===== src/sv/bfblit_pkg.sv =====
// ============================================================================
// bfblit_pkg
// Shared types, constants and the glyph lookup of the bitmap font text blitter.
// ============================================================================
package bfblit_pkg;

    // default geometry
    localparam int TILE_SIZE_DEF     = 8;
    localparam int ATLAS_WIDTH_DEF   = 256;
    localparam int ATLAS_HEIGHT_DEF  = 32;
    localparam int CANVAS_WIDTH_DEF  = 512;
    localparam int CANVAS_HEIGHT_DEF = 32;

    // field widths
    localparam int KIND_W       = 2;
    localparam int CHAR_W       = 8;
    localparam int PEN_X_W      = 9;
    localparam int PEN_Y_W      = 5;
    localparam int TEXEL_ADDR_W = 13;
    localparam int TEXEL_W      = 32;
    localparam int OUT_X_W      = 10;
    localparam int OUT_Y_W      = 7;
    localparam int RGBA_W       = 32;
    localparam int PEN_W        = 10;
    localparam int ADV_W        = 4;
    localparam int CFG_IDX_W    = 2;
    localparam int SUM_W        = 16;
    localparam int GLYPH_COL_W  = 5;
    localparam int GLYPH_ROW_W  = 2;

    // item kinds
    localparam logic [KIND_W-1:0] KIND_LOAD  = 2'd0;
    localparam logic [KIND_W-1:0] KIND_CLEAR = 2'd1;
    localparam logic [KIND_W-1:0] KIND_DRAW  = 2'd2;

    // register indexes
    localparam logic [CFG_IDX_W-1:0] CFG_NARROW_ADV  = 2'd0;
    localparam logic [CFG_IDX_W-1:0] CFG_I_ADV       = 2'd1;
    localparam logic [CFG_IDX_W-1:0] CFG_DEFAULT_ADV = 2'd2;

    // register reset values
    localparam logic [ADV_W-1:0] NARROW_ADV_RST  = 4'd4;
    localparam logic [ADV_W-1:0] I_ADV_RST       = 4'd6;
    localparam logic [ADV_W-1:0] DEFAULT_ADV_RST = 4'd7;

    localparam logic [7:0] ALPHA_MAX = 8'd255;

    // character codes
    localparam logic [CHAR_W-1:0] CH_UP_A  = 8'd65;
    localparam logic [CHAR_W-1:0] CH_UP_Z  = 8'd90;
    localparam logic [CHAR_W-1:0] CH_LO_A  = 8'd97;
    localparam logic [CHAR_W-1:0] CH_LO_Z  = 8'd122;
    localparam logic [CHAR_W-1:0] CH_DIG_0 = 8'd48;
    localparam logic [CHAR_W-1:0] CH_DIG_9 = 8'd57;
    localparam logic [CHAR_W-1:0] CH_LO_P  = 8'h70;
    localparam logic [CHAR_W-1:0] CH_LO_G  = 8'h67;
    localparam logic [CHAR_W-1:0] CH_LO_J  = 8'h6A;
    localparam logic [CHAR_W-1:0] CH_LO_L  = 8'h6C;
    localparam logic [CHAR_W-1:0] CH_LO_F  = 8'h66;
    localparam logic [CHAR_W-1:0] CH_LO_R  = 8'h72;
    localparam logic [CHAR_W-1:0] CH_LO_I  = 8'h69;
    localparam logic [CHAR_W-1:0] CH_COLON  = 8'h3A;
    localparam logic [CHAR_W-1:0] CH_MINUS  = 8'h2D;
    localparam logic [CHAR_W-1:0] CH_SLASH  = 8'h2F;
    localparam logic [CHAR_W-1:0] CH_BSLASH = 8'h5C;
    localparam logic [CHAR_W-1:0] CH_LPAREN = 8'h28;
    localparam logic [CHAR_W-1:0] CH_RPAREN = 8'h29;
    localparam logic [CHAR_W-1:0] CH_DOT    = 8'h2E;

    // atlas tile of a character
    typedef struct packed {
        logic                   hit;
        logic [GLYPH_COL_W-1:0] col;
        logic [GLYPH_ROW_W-1:0] row;
        logic                   drop;
    } glyph_t;

    // controller to datapath
    typedef struct packed {
        logic accept;
        logic issue;
        logic row_end;
        logic last;
        logic clr_we;
    } cmd_t;

    // datapath to controller
    typedef struct packed {
        logic adv;
        logic empty;
        logic clr_last;
    } sts_t;

    // character to tile lookup
    function automatic glyph_t map_glyph(input logic [CHAR_W-1:0] c);
        glyph_t g;
        g = '0;
        if (c >= CH_UP_A && c <= CH_UP_Z)
        begin
            g.hit = 1'b1;
            g.col = GLYPH_COL_W'(c - CH_UP_A);
            g.row = 2'd0;
        end
        else if (c >= CH_LO_A && c <= CH_LO_Z)
        begin
            g.hit  = 1'b1;
            g.col  = GLYPH_COL_W'(c - CH_LO_A);
            g.row  = 2'd1;
            g.drop = (c == CH_LO_P) || (c == CH_LO_G) || (c == CH_LO_J);
        end
        else if (c >= CH_DIG_0 && c <= CH_DIG_9)
        begin
            g.hit  = 1'b1;
            g.col  = GLYPH_COL_W'(c - CH_DIG_0);
            g.row  = 2'd2;
            g.drop = 1'b1;
        end
        else
        begin
            g.row = 2'd3;
            g.hit = 1'b1;
            case (c)
                CH_COLON:
                begin
                    g.col  = 5'd0;
                    g.drop = 1'b1;
                end
                CH_MINUS:  g.col = 5'd3;
                CH_SLASH:  g.col = 5'd4;
                CH_BSLASH: g.col = 5'd5;
                CH_LPAREN: g.col = 5'd8;
                CH_RPAREN: g.col = 5'd9;
                CH_DOT:    g.col = 5'd10;
                default:   g.hit = 1'b0;
            endcase
        end
        return g;
    endfunction

endpackage


===== src/sv/bfblit_if.sv =====
// ============================================================================
// bfblit_if
// Valid/ready channels of the blitter: input items and emitted pixels.
// ============================================================================

// input item channel
interface bfblit_in_if;
    logic                                  valid;
    logic                                  ready;
    logic [bfblit_pkg::KIND_W-1:0]         kind;
    logic [bfblit_pkg::CHAR_W-1:0]         char_code;
    logic                                  start_line;
    logic [bfblit_pkg::PEN_X_W-1:0]        pen_x;
    logic [bfblit_pkg::PEN_Y_W-1:0]        pen_y;
    logic [bfblit_pkg::TEXEL_ADDR_W-1:0]   texel_addr;
    logic [bfblit_pkg::TEXEL_W-1:0]        texel_data;

    modport source (
        output valid, kind, char_code, start_line, pen_x, pen_y, texel_addr, texel_data,
        input  ready
    );
    modport sink (
        input  valid, kind, char_code, start_line, pen_x, pen_y, texel_addr, texel_data,
        output ready
    );
endinterface



===== src/sv/bfblit_ctrl.sv =====
// ============================================================================
// bfblit_ctrl
// Sequencer: canvas clearing sweep, item acceptance and per-pixel issue of
// a glyph tile in row-major order.
// ============================================================================
module bfblit_ctrl #(
    parameter int TILE_SIZE = bfblit_pkg::TILE_SIZE_DEF
) (
    input  logic               clk,
    input  logic               rst_n,
    bfblit_in_if.sink          item,
    output bfblit_pkg::cmd_t   cmd,
    input  bfblit_pkg::sts_t   sts
);

    localparam int TW = (TILE_SIZE > 1) ? $clog2(TILE_SIZE) : 1;
    localparam logic [TW-1:0] TILE_END = TW'(TILE_SIZE - 1);

    typedef enum logic [1:0] {
        ST_CLEAR,
        ST_IDLE,
        ST_DRAW
    } state_t;

    state_t              state_reg, state_next;
    logic [TW-1:0]       row_reg, row_next;
    logic [TW-1:0]       col_reg, col_next;
    logic                accept;
    bfblit_pkg::glyph_t  glyph;

    assign glyph = bfblit_pkg::map_glyph(item.char_code);

    // new items only with an empty pixel pipeline
    assign item.ready = (state_reg == ST_IDLE) && sts.empty;
    assign accept     = item.valid && item.ready;

    // commands
    always_comb
    begin
        cmd.accept  = accept;
        cmd.issue   = (state_reg == ST_DRAW) && sts.adv;
        cmd.row_end = (col_reg == TILE_END);
        cmd.last    = (col_reg == TILE_END) && (row_reg == TILE_END);
        cmd.clr_we  = (state_reg == ST_CLEAR);
    end

    // next state and tile counters
    always_comb
    begin
        state_next = state_reg;
        row_next   = row_reg;
        col_next   = col_reg;
        case (state_reg)
            ST_CLEAR:
            begin
                if (sts.clr_last)
                begin
                    state_next = ST_IDLE;
                end
            end
            ST_IDLE:
            begin
                if (accept && item.kind == bfblit_pkg::KIND_CLEAR)
                begin
                    state_next = ST_CLEAR;
                end
                else if (accept && item.kind == bfblit_pkg::KIND_DRAW && glyph.hit)
                begin
                    state_next = ST_DRAW;
                    row_next   = '0;
                    col_next   = '0;
                end
            end
            ST_DRAW:
            begin
                if (cmd.issue)
                begin
                    if (cmd.row_end)
                    begin
                        col_next = '0;
                        row_next = row_reg + 1'b1;
                        if (cmd.last)
                        begin
                            state_next = ST_IDLE;
                        end
                    end
                    else
                    begin
                        col_next = col_reg + 1'b1;
                    end
                end
            end
            default:
            begin
                state_next = ST_IDLE;
            end
        endcase
    end

    // state register, clearing pass starts from reset
    always_ff @(posedge clk or negedge rst_n)
    begin
        if (!rst_n)
        begin
            state_reg <= ST_CLEAR;
            row_reg   <= '0;
            col_reg   <= '0;
        end
        else
        begin
            state_reg <= state_next;
            row_reg   <= row_next;
            col_reg   <= col_next;
        end
    end

    // a clear item starts the sweep
    a_clear_start: assert property (@(posedge clk) disable iff (!rst_n)
        (accept && item.kind == bfblit_pkg::KIND_CLEAR) |=> (state_reg == ST_CLEAR))
        else $error("clear item did not start the sweep");

    // a mapped glyph starts at the first tile texel
    a_draw_start: assert property (@(posedge clk) disable iff (!rst_n)
        (accept && item.kind == bfblit_pkg::KIND_DRAW && glyph.hit)
        |=> (state_reg == ST_DRAW && row_reg == '0 && col_reg == '0))
        else $error("glyph did not start at tile origin");

    // issue of the final texel ends the glyph
    a_draw_end: assert property (@(posedge clk) disable iff (!rst_n)
        (cmd.issue && cmd.last) |=> (state_reg == ST_IDLE))
        else $error("glyph did not end after last texel");

endmodule


===== src/flat_wrapper.sv =====
// flat-port wrapper written by rule: the top's interface ports become plain ports
module bfblit_ctrl_flat 
#(
    parameter int TILE_SIZE = bfblit_pkg::TILE_SIZE_DEF
)
  (clk, rst_n, cmd, sts, item_valid, item_kind, item_char_code, item_start_line, item_pen_x, item_pen_y, item_texel_addr, item_texel_data, item_ready);
  bfblit_in_if item_i ();
  input  logic clk;
  input  logic rst_n;
  output bfblit_pkg::cmd_t cmd;
  input  bfblit_pkg::sts_t sts;
  input wire logic [$bits(item_i.valid)-1:0] item_valid;
  input wire logic [$bits(item_i.kind)-1:0] item_kind;
  input wire logic [$bits(item_i.char_code)-1:0] item_char_code;
  input wire logic [$bits(item_i.start_line)-1:0] item_start_line;
  input wire logic [$bits(item_i.pen_x)-1:0] item_pen_x;
  input wire logic [$bits(item_i.pen_y)-1:0] item_pen_y;
  input wire logic [$bits(item_i.texel_addr)-1:0] item_texel_addr;
  input wire logic [$bits(item_i.texel_data)-1:0] item_texel_data;
  output wire logic [$bits(item_i.ready)-1:0] item_ready;
  assign item_i.valid = item_valid;
  assign item_i.kind = item_kind;
  assign item_i.char_code = item_char_code;
  assign item_i.start_line = item_start_line;
  assign item_i.pen_x = item_pen_x;
  assign item_i.pen_y = item_pen_y;
  assign item_i.texel_addr = item_texel_addr;
  assign item_i.texel_data = item_texel_data;
  assign item_ready = item_i.ready;
  bfblit_ctrl #(.TILE_SIZE(TILE_SIZE)) u_core (.clk(clk), .rst_n(rst_n), .item(item_i), .cmd(cmd), .sts(sts));
endmodule

===== config.mk =====
export PLATFORM = sky130hd
export DESIGN_NAME = bfblit_ctrl_flat
export DESIGN_NICKNAME = d
export VERILOG_FILES = /design/src/sv/bfblit_pkg.sv /design/src/sv/bfblit_if.sv /design/src/sv/bfblit_ctrl.sv /design/src/flat_wrapper.sv
export SDC_FILE = /design/constraint.sdc
export NUM_CORES = 1
export LEC_CHECK = 0
export ABC_AREA = 0
export BUFFER_PORTS_ARGS = -buffer_cell sky130_fd_sc_hd__buf_2
export CAP_MARGIN = 10
export CORE_ASPECT_RATIO = 0.75
export CORE_MARGIN = 5
export CORE_UTILIZATION = 28
export CTS_CLUSTER_DIAMETER = 40
export DETAILED_ROUTE_END_ITERATION = 10
export GPL_ROUTABILITY_DRIVEN = 0
export PLACE_DENSITY = 0.78
export SETUP_SLACK_MARGIN = 0.1
export SLEW_MARGIN = 0
export SYNTH_ARGS = -nofsm -noshare
export SYNTH_HDL_FRONTEND = slang
export SYNTH_SLANG_ARGS = --single-unit

===== constraint.sdc =====
create_clock -name clk -period 2 [get_ports clk]
set_input_delay 0.2 -clock clk [delete_from_list [all_inputs] [get_ports clk]]
set_output_delay 0.2 -clock clk [all_outputs]
set_load 0.02 [all_outputs]

# ---- Word level (Yosys, flattened, before mapping)
# Cells that the tools add are included.
dict set report totals {
  output_inout_bits 6
  regBits 8
  ram_bits 0
  input_bits 76
  n_memories 0
  wordCells 76
  romBits 0
  latch_bits 0
}
dict set report op_classes {
  shift 0
  magnitude_cmp 6
  eq_ne 23
  mux 21
  n_reduce_logical 18
  n_bitwise 0
  addsub 5
  div 0
  multipliers 0
}
# op n
set op_table {}
lappend op_table {{$eq A8 B6 Y1 const B} 6}
lappend op_table {{$eq A8 B7 Y1 const B} 4}
lappend op_table {{$pmux W4 S6} 1}
lappend op_table {{$mux W3} 6}
lappend op_table {{$mux W9} 2}
lappend op_table {{$ge A8 B7 Y1 const B} 2}
lappend op_table {{$le A8 B7 Y1 const B} 2}
lappend op_table {{$mux W2} 6}
lappend op_table {{$pmux W3 S2} 2}
lappend op_table {{$logic_and A1 B1 Y1} 10}
lappend op_table {{$ne A2 B2 Y1 const B} 5}
lappend op_table {{$reduce_and A5 Y1} 2}
lappend op_table {{$sub A5 B1 Y5 const B} 2}
lappend op_table {{$ge A8 B6 Y1 const B} 1}
lappend op_table {{$le A8 B6 Y1 const B} 1}
lappend op_table {{$mux W8} 1}
lappend op_table {{$reduce_or A7 Y1} 1}
lappend op_table {{$add A3 B1 Y3 const B} 2}
lappend op_table {{$eq A3 B3 Y1 const B} 2}
lappend op_table {{$pmux W2 S3} 1}
lappend op_table {{$sub A5 B5 Y5 const B} 1}
lappend op_table {{$eq A2 B1 Y1 const B} 2}
lappend op_table {{$eq A2 B2 Y1 const B} 2}
lappend op_table {{$reduce_and A4 Y1} 1}
lappend op_table {{other kinds (6)} 8}

# ---- Depth between registers and ports, before layout
dict set report logic_depth {
  ltp_word 10
  ltp_mapped 5
  mapped_depth_nobuf 5
}

# ---- Least setup slack after synthesis
# No wires, ideal clock.
dict set report synth_path {
  path_type {register to register}
  startpoint {reg u_core.col_reg[0]}
  endpoint {reg u_core.state_reg[1]}
  period_less_slack_ps 1757
  stages_incl_launch_ff 6
  path_slack_ps 243
  path_buffers 0
  t_arrival_ps 1691
  t_required_ps 1934
  setup_ps 66
  cell_sequence {dfrtp_1 -> ha_1 -> ha_1 -> and2_1 -> a311oi_1 -> o22a_1}
}
# element line
set synth_lines {}
lappend synth_lines {{start, declared} bfblit_ctrl.sv:27} ;# logic [TW-1:0] col_reg, col_next;
lappend synth_lines {{start signal, assigned} bfblit_ctrl.sv:113} ;# col_reg <= col_next;
lappend synth_lines {{end signal, assigned} bfblit_ctrl.sv:111} ;# state_reg <= state_next;
lappend synth_lines {{end, declared} bfblit_ctrl.sv:25} ;# state_t state_reg, state_next;

# ---- Worst setup path in the final report
dict set report layout_path {
  startpoint {reg u_core.col_reg[0]}
  endpoint {reg u_core.state_reg[1]}
}
dict set report layout_between {
  elab_chain_len 4
  word_cells_on_any_way 5
  cone_classes {3 x eq/ne; 2 x reduce/logical}
}
# element line
set layout_lines {}
lappend layout_lines {{$eq A3 B3 Y1 (*)} {bfblit_ctrl.sv:42, bfblit_ctrl.sv:43}}
lappend layout_lines {{$logic_and A1 B1 Y1} bfblit_ctrl.sv:43} ;# cmd.last = (col_reg == TILE_END) && (row_reg == TILE_END);
lappend layout_lines {{$ne A2 B2 Y1 (no source line)} -}
lappend layout_lines {{$reduce_and A5 Y1 (no source line) (*)} -}
# Mark *: on every way between the ends. The rest lies on a longest branch, timed or not.
# A chain may end at the register's enable or synchronous reset.

==> metrics.txt <==
# TYPE chip_impl_metric gauge
chip_impl_info{name="run_status",value="complete, no violations"} 1
chip_impl_metric{name="post_drt_wl_per_cell",unit="um"} 12.4
chip_impl_info{name="endpoint_kind",value="flop"} 1
chip_impl_metric{name="whs_path_depth",unit=""} 3
chip_impl_metric{name="grt_resource_usage_total",unit="%"} 10.2
chip_impl_metric{name="r2r_setup_slack",unit="ns"} 0.30
chip_impl_metric{name="synthesis.instances",unit=""} 58
chip_impl_info{name="startpoint_kind_of_the_worst_setup_timing_path",value="flop"} 1
chip_impl_metric{name="cts_buffers",unit=""} 3
chip_impl_metric{name="number_of_buffers_inserted_by_post_cts_setup_repair",unit=""} 0
chip_impl_metric{name="drt_pass1_iterations",unit=""} 4
chip_impl_metric{name="first_iter_violations",unit=""} 27
chip_impl_metric{name="cts_clock_pin_slew_for_the_worst_setup_and_hold_paths",unit="ns"} 0.05
chip_impl_info{name="hold_path.class",value="in -> reg"} 1
chip_impl_metric{name="die_height",unit="um"} 48.1
chip_impl_info{name="endpoint",value="u_core.state_reg[1]$_DFFE_PN0P_"} 1
chip_impl_info{name="synthTopCellsByArea",value="sky130_fd_sc_hd__dfrtp_1 37%, sky130_fd_sc_hd__ha_1 9.2%, sky130_fd_sc_hd__nand2_1 6.2%"} 1
chip_impl_metric{name="ratio_of_final_minimum_period_to_clock_period",unit="%"} 84.9
chip_impl_metric{name="setup_total_negative_slack",unit="ns"} 0
chip_impl_metric{name="area.growth.synth_to_final",unit="%"} 30.4
chip_impl_metric{name="io-pin-count",unit=""} 82
chip_impl_metric{name="grt_overflow",unit=""} 0
chip_impl_metric{name="number_of_global_route_vias_before_repair",unit=""} 497
chip_impl_metric{name="avgSynthCellArea",unit="sq um"} 9.36
chip_impl_metric{name="finalNonFillerCells",unit=""} 105
chip_impl_metric{name="worst_slack",unit="ns"} 0.302
chip_impl_metric{name="gr-usage-met2",unit="%"} 15.6
chip_impl_metric{name="irDropWorstVdd",unit="mV"} 0.574
chip_impl_metric{name="detailroute.via_count",unit=""} 523
chip_impl_info{name="critical_path.slowest_cell",value="sky130_fd_sc_hd__dfrtp_1"} 1
chip_impl_metric{name="sink_count",unit=""} 8
chip_impl_metric{name="antenna_violating_nets_post_route",unit=""} 0
chip_impl_metric{name="synth_async_sr_flop_share",unit="%"} 100
chip_impl_metric{name="fp.coreArea",unit="sq um"} 1790
chip_impl_metric{name="finalHoldViolations",unit=""} 0
chip_impl_metric{name="place_worst_setup_slack",unit="ns"} 0.319
chip_impl_metric{name="worst_skew_pair.late_latency",unit="ns"} 0.25
chip_impl_info{name="r2r-end",value="u_core.state_reg[1]$_DFFE_PN0P_"} 1
chip_impl_metric{name="tightest_slew",unit="ns"} 0.534
chip_impl_metric{name="leakage",unit="uW"} 0.000357
chip_impl_metric{name="synth-edff-count",unit=""} 0
chip_impl_metric{name="setup_violations",unit=""} 0
chip_impl_metric{name="fp.dieW",unit="um"} 60.9
chip_impl_info{name="yosys_most_used_dff",value="sky130_fd_sc_hd__dfrtp_1"} 1
chip_impl_info{name="yosys.cell_count.top_type",value="sky130_fd_sc_hd__nand2_1"} 1
chip_impl_metric{name="clock_skew",unit="ns"} 0.000272
chip_impl_metric{name="portion_of_synthesized_cell_area_occupied_by_the_leading_cell_type",unit="%"} 36.9
chip_impl_metric{name="drive_above_1_share",unit="%"} 32.5
chip_impl_info{name="crit_chain",value="ha_1 -> ha_1 -> and2_1 -> a311oi_1 -> o22a_1"} 1
chip_impl_metric{name="groute.layer.met3.usage",unit="%"} 5.56
chip_impl_info{name="synth.largest_area_cell",value="sky130_fd_sc_hd__dfrtp_1"} 1
chip_impl_metric{name="timing.critical_path.required",unit="ns"} 2.19
chip_impl_metric{name="design.die.area",unit="sq um"} 2930
chip_impl_metric{name="dp_hpwl",unit="um"} 1030
chip_impl_metric{name="antennaDiodeCount",unit=""} 0
chip_impl_info{name="worst_r2r_startpoint",value="u_core.col_reg[0]$_DFFE_PN0P_"} 1
chip_impl_metric{name="detail_route.wirelength",unit="um"} 1300
chip_impl_metric{name="place.port_buffers",unit=""} 21
chip_impl_metric{name="ctsLongestPathBuffers",unit=""} 2
chip_impl_metric{name="rows",unit=""} 13
chip_impl_metric{name="route.detailed.drc",unit=""} 0
chip_impl_metric{name="dp.cells",unit=""} 101
chip_impl_metric{name="hold_buffers",unit=""} 1
chip_impl_metric{name="grt_antenna_before_repair",unit=""} 0
chip_impl_metric{name="total_power_draw",unit="uW"} 430
chip_impl_metric{name="maxSlewHeadroom",unit="%"} 64.4
chip_impl_metric{name="timing.critical_path.fanout_max",unit=""} 6
chip_impl_metric{name="first_pass_grt_wire_length",unit="um"} 2150
chip_impl_metric{name="clock.fmax",unit="MHz"} 589
chip_impl_info{name="crit_path_start",value="u_core.col_reg[0]$_DFFE_PN0P_"} 1
chip_impl_metric{name="number_of_h_tree_branching_levels",unit=""} 1
chip_impl_metric{name="critical_path_arrival",unit="ns"} 1.89
chip_impl_metric{name="grt_start_max_net_pins",unit=""} 9
chip_impl_info{name="post_synth_most_frequent_cells",value="9 x sky130_fd_sc_hd__nand2_1, 8 x sky130_fd_sc_hd__dfrtp_1, 5 x sky130_fd_sc_hd__o21ai_0"} 1
chip_impl_metric{name="hold_ws",unit="ns"} 0.228
chip_impl_metric{name="post_cts_resized",unit=""} 0
chip_impl_info{name="crit_type",value="reg -> reg"} 1
chip_impl_metric{name="timing_max_transition_violations_final",unit=""} 0
chip_impl_metric{name="cp_slowest_stage_delay",unit="ns"} 0.39
chip_impl_metric{name="initial_core_util",unit="%"} 30.3
chip_impl_metric{name="yosysWarningCount",unit=""} 0
chip_impl_metric{name="synth_nets",unit=""} 138
chip_impl_info{name="worst_path_most_repeated_cell",value="sky130_fd_sc_hd__ha_1"} 1
chip_impl_info{name="tritoncts",value="yes"} 1
chip_impl_info{name="cts_root_buffer",value="sky130_fd_sc_hd__clkbuf_4"} 1
chip_impl_metric{name="total_power_per_unit_cell_area",unit="nW/um^2"} 608
chip_impl_metric{name="timing.max_cap.violations",unit=""} 0
chip_impl_metric{name="synth-seq-area-share",unit="%"} 36.9
chip_impl_metric{name="netlist_area_before_placement",unit="sq um"} 543
chip_impl_metric{name="number_of_distinct_library_cells_after_synthesis",unit=""} 27
chip_impl_metric{name="design.final.nets",unit=""} 165
chip_impl_info{name="grt-busiest-layer",value="met2"} 1
chip_impl_metric{name="viasPerCell",unit=""} 4.98
chip_impl_metric{name="synth-seq-cells",unit=""} 8
chip_impl_metric{name="final_period_minus_worst_setup_slack",unit="ns"} 1.70
chip_impl_metric{name="grt_util_met1",unit="%"} 12.6
chip_impl_metric{name="r2r_cells",unit=""} 5
chip_impl_info{name="setup_repair_after_global_routing_missed_its_margin",value="false"} 1
## how the worst min path moves through the flow
stage            startpoint                         endpoint  slack [ns]
3_5_place_dp          rst_n    u_core.col_reg[1]$_DFFE_PN0P_        0.05
6_report       item_kind[1]  u_core.state_reg[0]$_DFFE_PN0P_        0.23
5_1_grt        item_kind[1]  u_core.state_reg[0]$_DFFE_PN0P_        0.23
3_3_place_gp          rst_n    u_core.col_reg[1]$_DFFE_PN0P_        0.05
2_1_floorplan         rst_n    u_core.col_reg[0]$_DFFE_PN0P_        -0.1
4_1_cts        item_kind[1]  u_core.state_reg[0]$_DFFE_PN0P_        0.22
## power by group
| part | total [uW] | internal [uW] | leakage, uW | switching [uW] |
|---|---|---|---|---|
| Clock | 125 | 68.8 | 0.0000138 | 56.2 |
| Sequential | 199 | 182 | 0.000106 | 17.5 |
| Combinational | 106 | 50.3 | 0.000236 | 55.7 |
## cells by family (layout without fill, tap and decap cells)
family,after synthesis,after routing,share of synthesized area (%)
AO/OA/AOI/OAI,14,14,20.7
adder cells (fa/ha/maj),4,4,9.22
buffers and inverters,3,28,2.77
flip-flops,8,8,36.9
AND/OR/NAND/NOR,29,29,30.4
## through the flow
stage	area (sq um)	utilization, %
finish	708	39.6
global route	708	39.6
CTS	708	39.6
detailed placement	676	37.8
global placement	676	37.8
floorplan	543	-
## cell type report
class / count / area [sq um]
Sequential cell: 8 / 200
Fill cell: 185 / 1080
Timing Repair Buffer: 23 / 123
Tap cell: 22 / 27.5
Clock buffer: 3 / 22.5
Inverter: 2 / 7.51
Multi-Input combinational cell: 47 / 328
## per-layer routing
layer	share of wire, %	up-vias	routed length (um)
li1	-	264	-
met1	50	237	648
met2	40	22	514
met3	10	0	135
met4	0	0	0
met5	0	-	0
## critical path: cells and delay by family (launching register included)
kind,cells,cell delay [ns]
AOI/OAI and AO/OA,2,0.59
adders and majority gates,2,0.45
DFF,1,0.39
and+or+nand+nor,1,0.21
## cells in the final DEF, fill, tap and decap left out
master	count
sky130_fd_sc_hd__buf_2	21
sky130_fd_sc_hd__nand2_1	9
sky130_fd_sc_hd__dfrtp_1	8
sky130_fd_sc_hd__o21ai_0	5
sky130_fd_sc_hd__nand3_1	4
sky130_fd_sc_hd__ha_1	4
sky130_fd_sc_hd__clkbuf_4	3
sky130_fd_sc_hd__and2_1	2
sky130_fd_sc_hd__inv_1	2
sky130_fd_sc_hd__nor2b_1	2
sky130_fd_sc_hd__nor2_1	2
sky130_fd_sc_hd__o211ai_1	2
sky130_fd_sc_hd__nor3b_1	2
sky130_fd_sc_hd__nand3b_1	1
sky130_fd_sc_hd__nand4b_1	1
sky130_fd_sc_hd__or4b_1	1
sky130_fd_sc_hd__or2b_1	1
sky130_fd_sc_hd__a21o_1	1
sky130_fd_sc_hd__a31oi_1	1
sky130_fd_sc_hd__or4_1	1
sky130_fd_sc_hd__o21ai_1	1
sky130_fd_sc_hd__a2111oi_4	1
sky130_fd_sc_hd__a311oi_1	1
sky130_fd_sc_hd__nand2b_1	1
sky130_fd_sc_hd__o22a_1	1
sky130_fd_sc_hd__nor3_2	1
sky130_fd_sc_hd__o221ai_1	1
sky130_fd_sc_hd__or3_1	1
sky130_fd_sc_hd__dlygate4sd3_1	1
sky130_fd_sc_hd__buf_4	1
(Power assumes the default switching activity.)
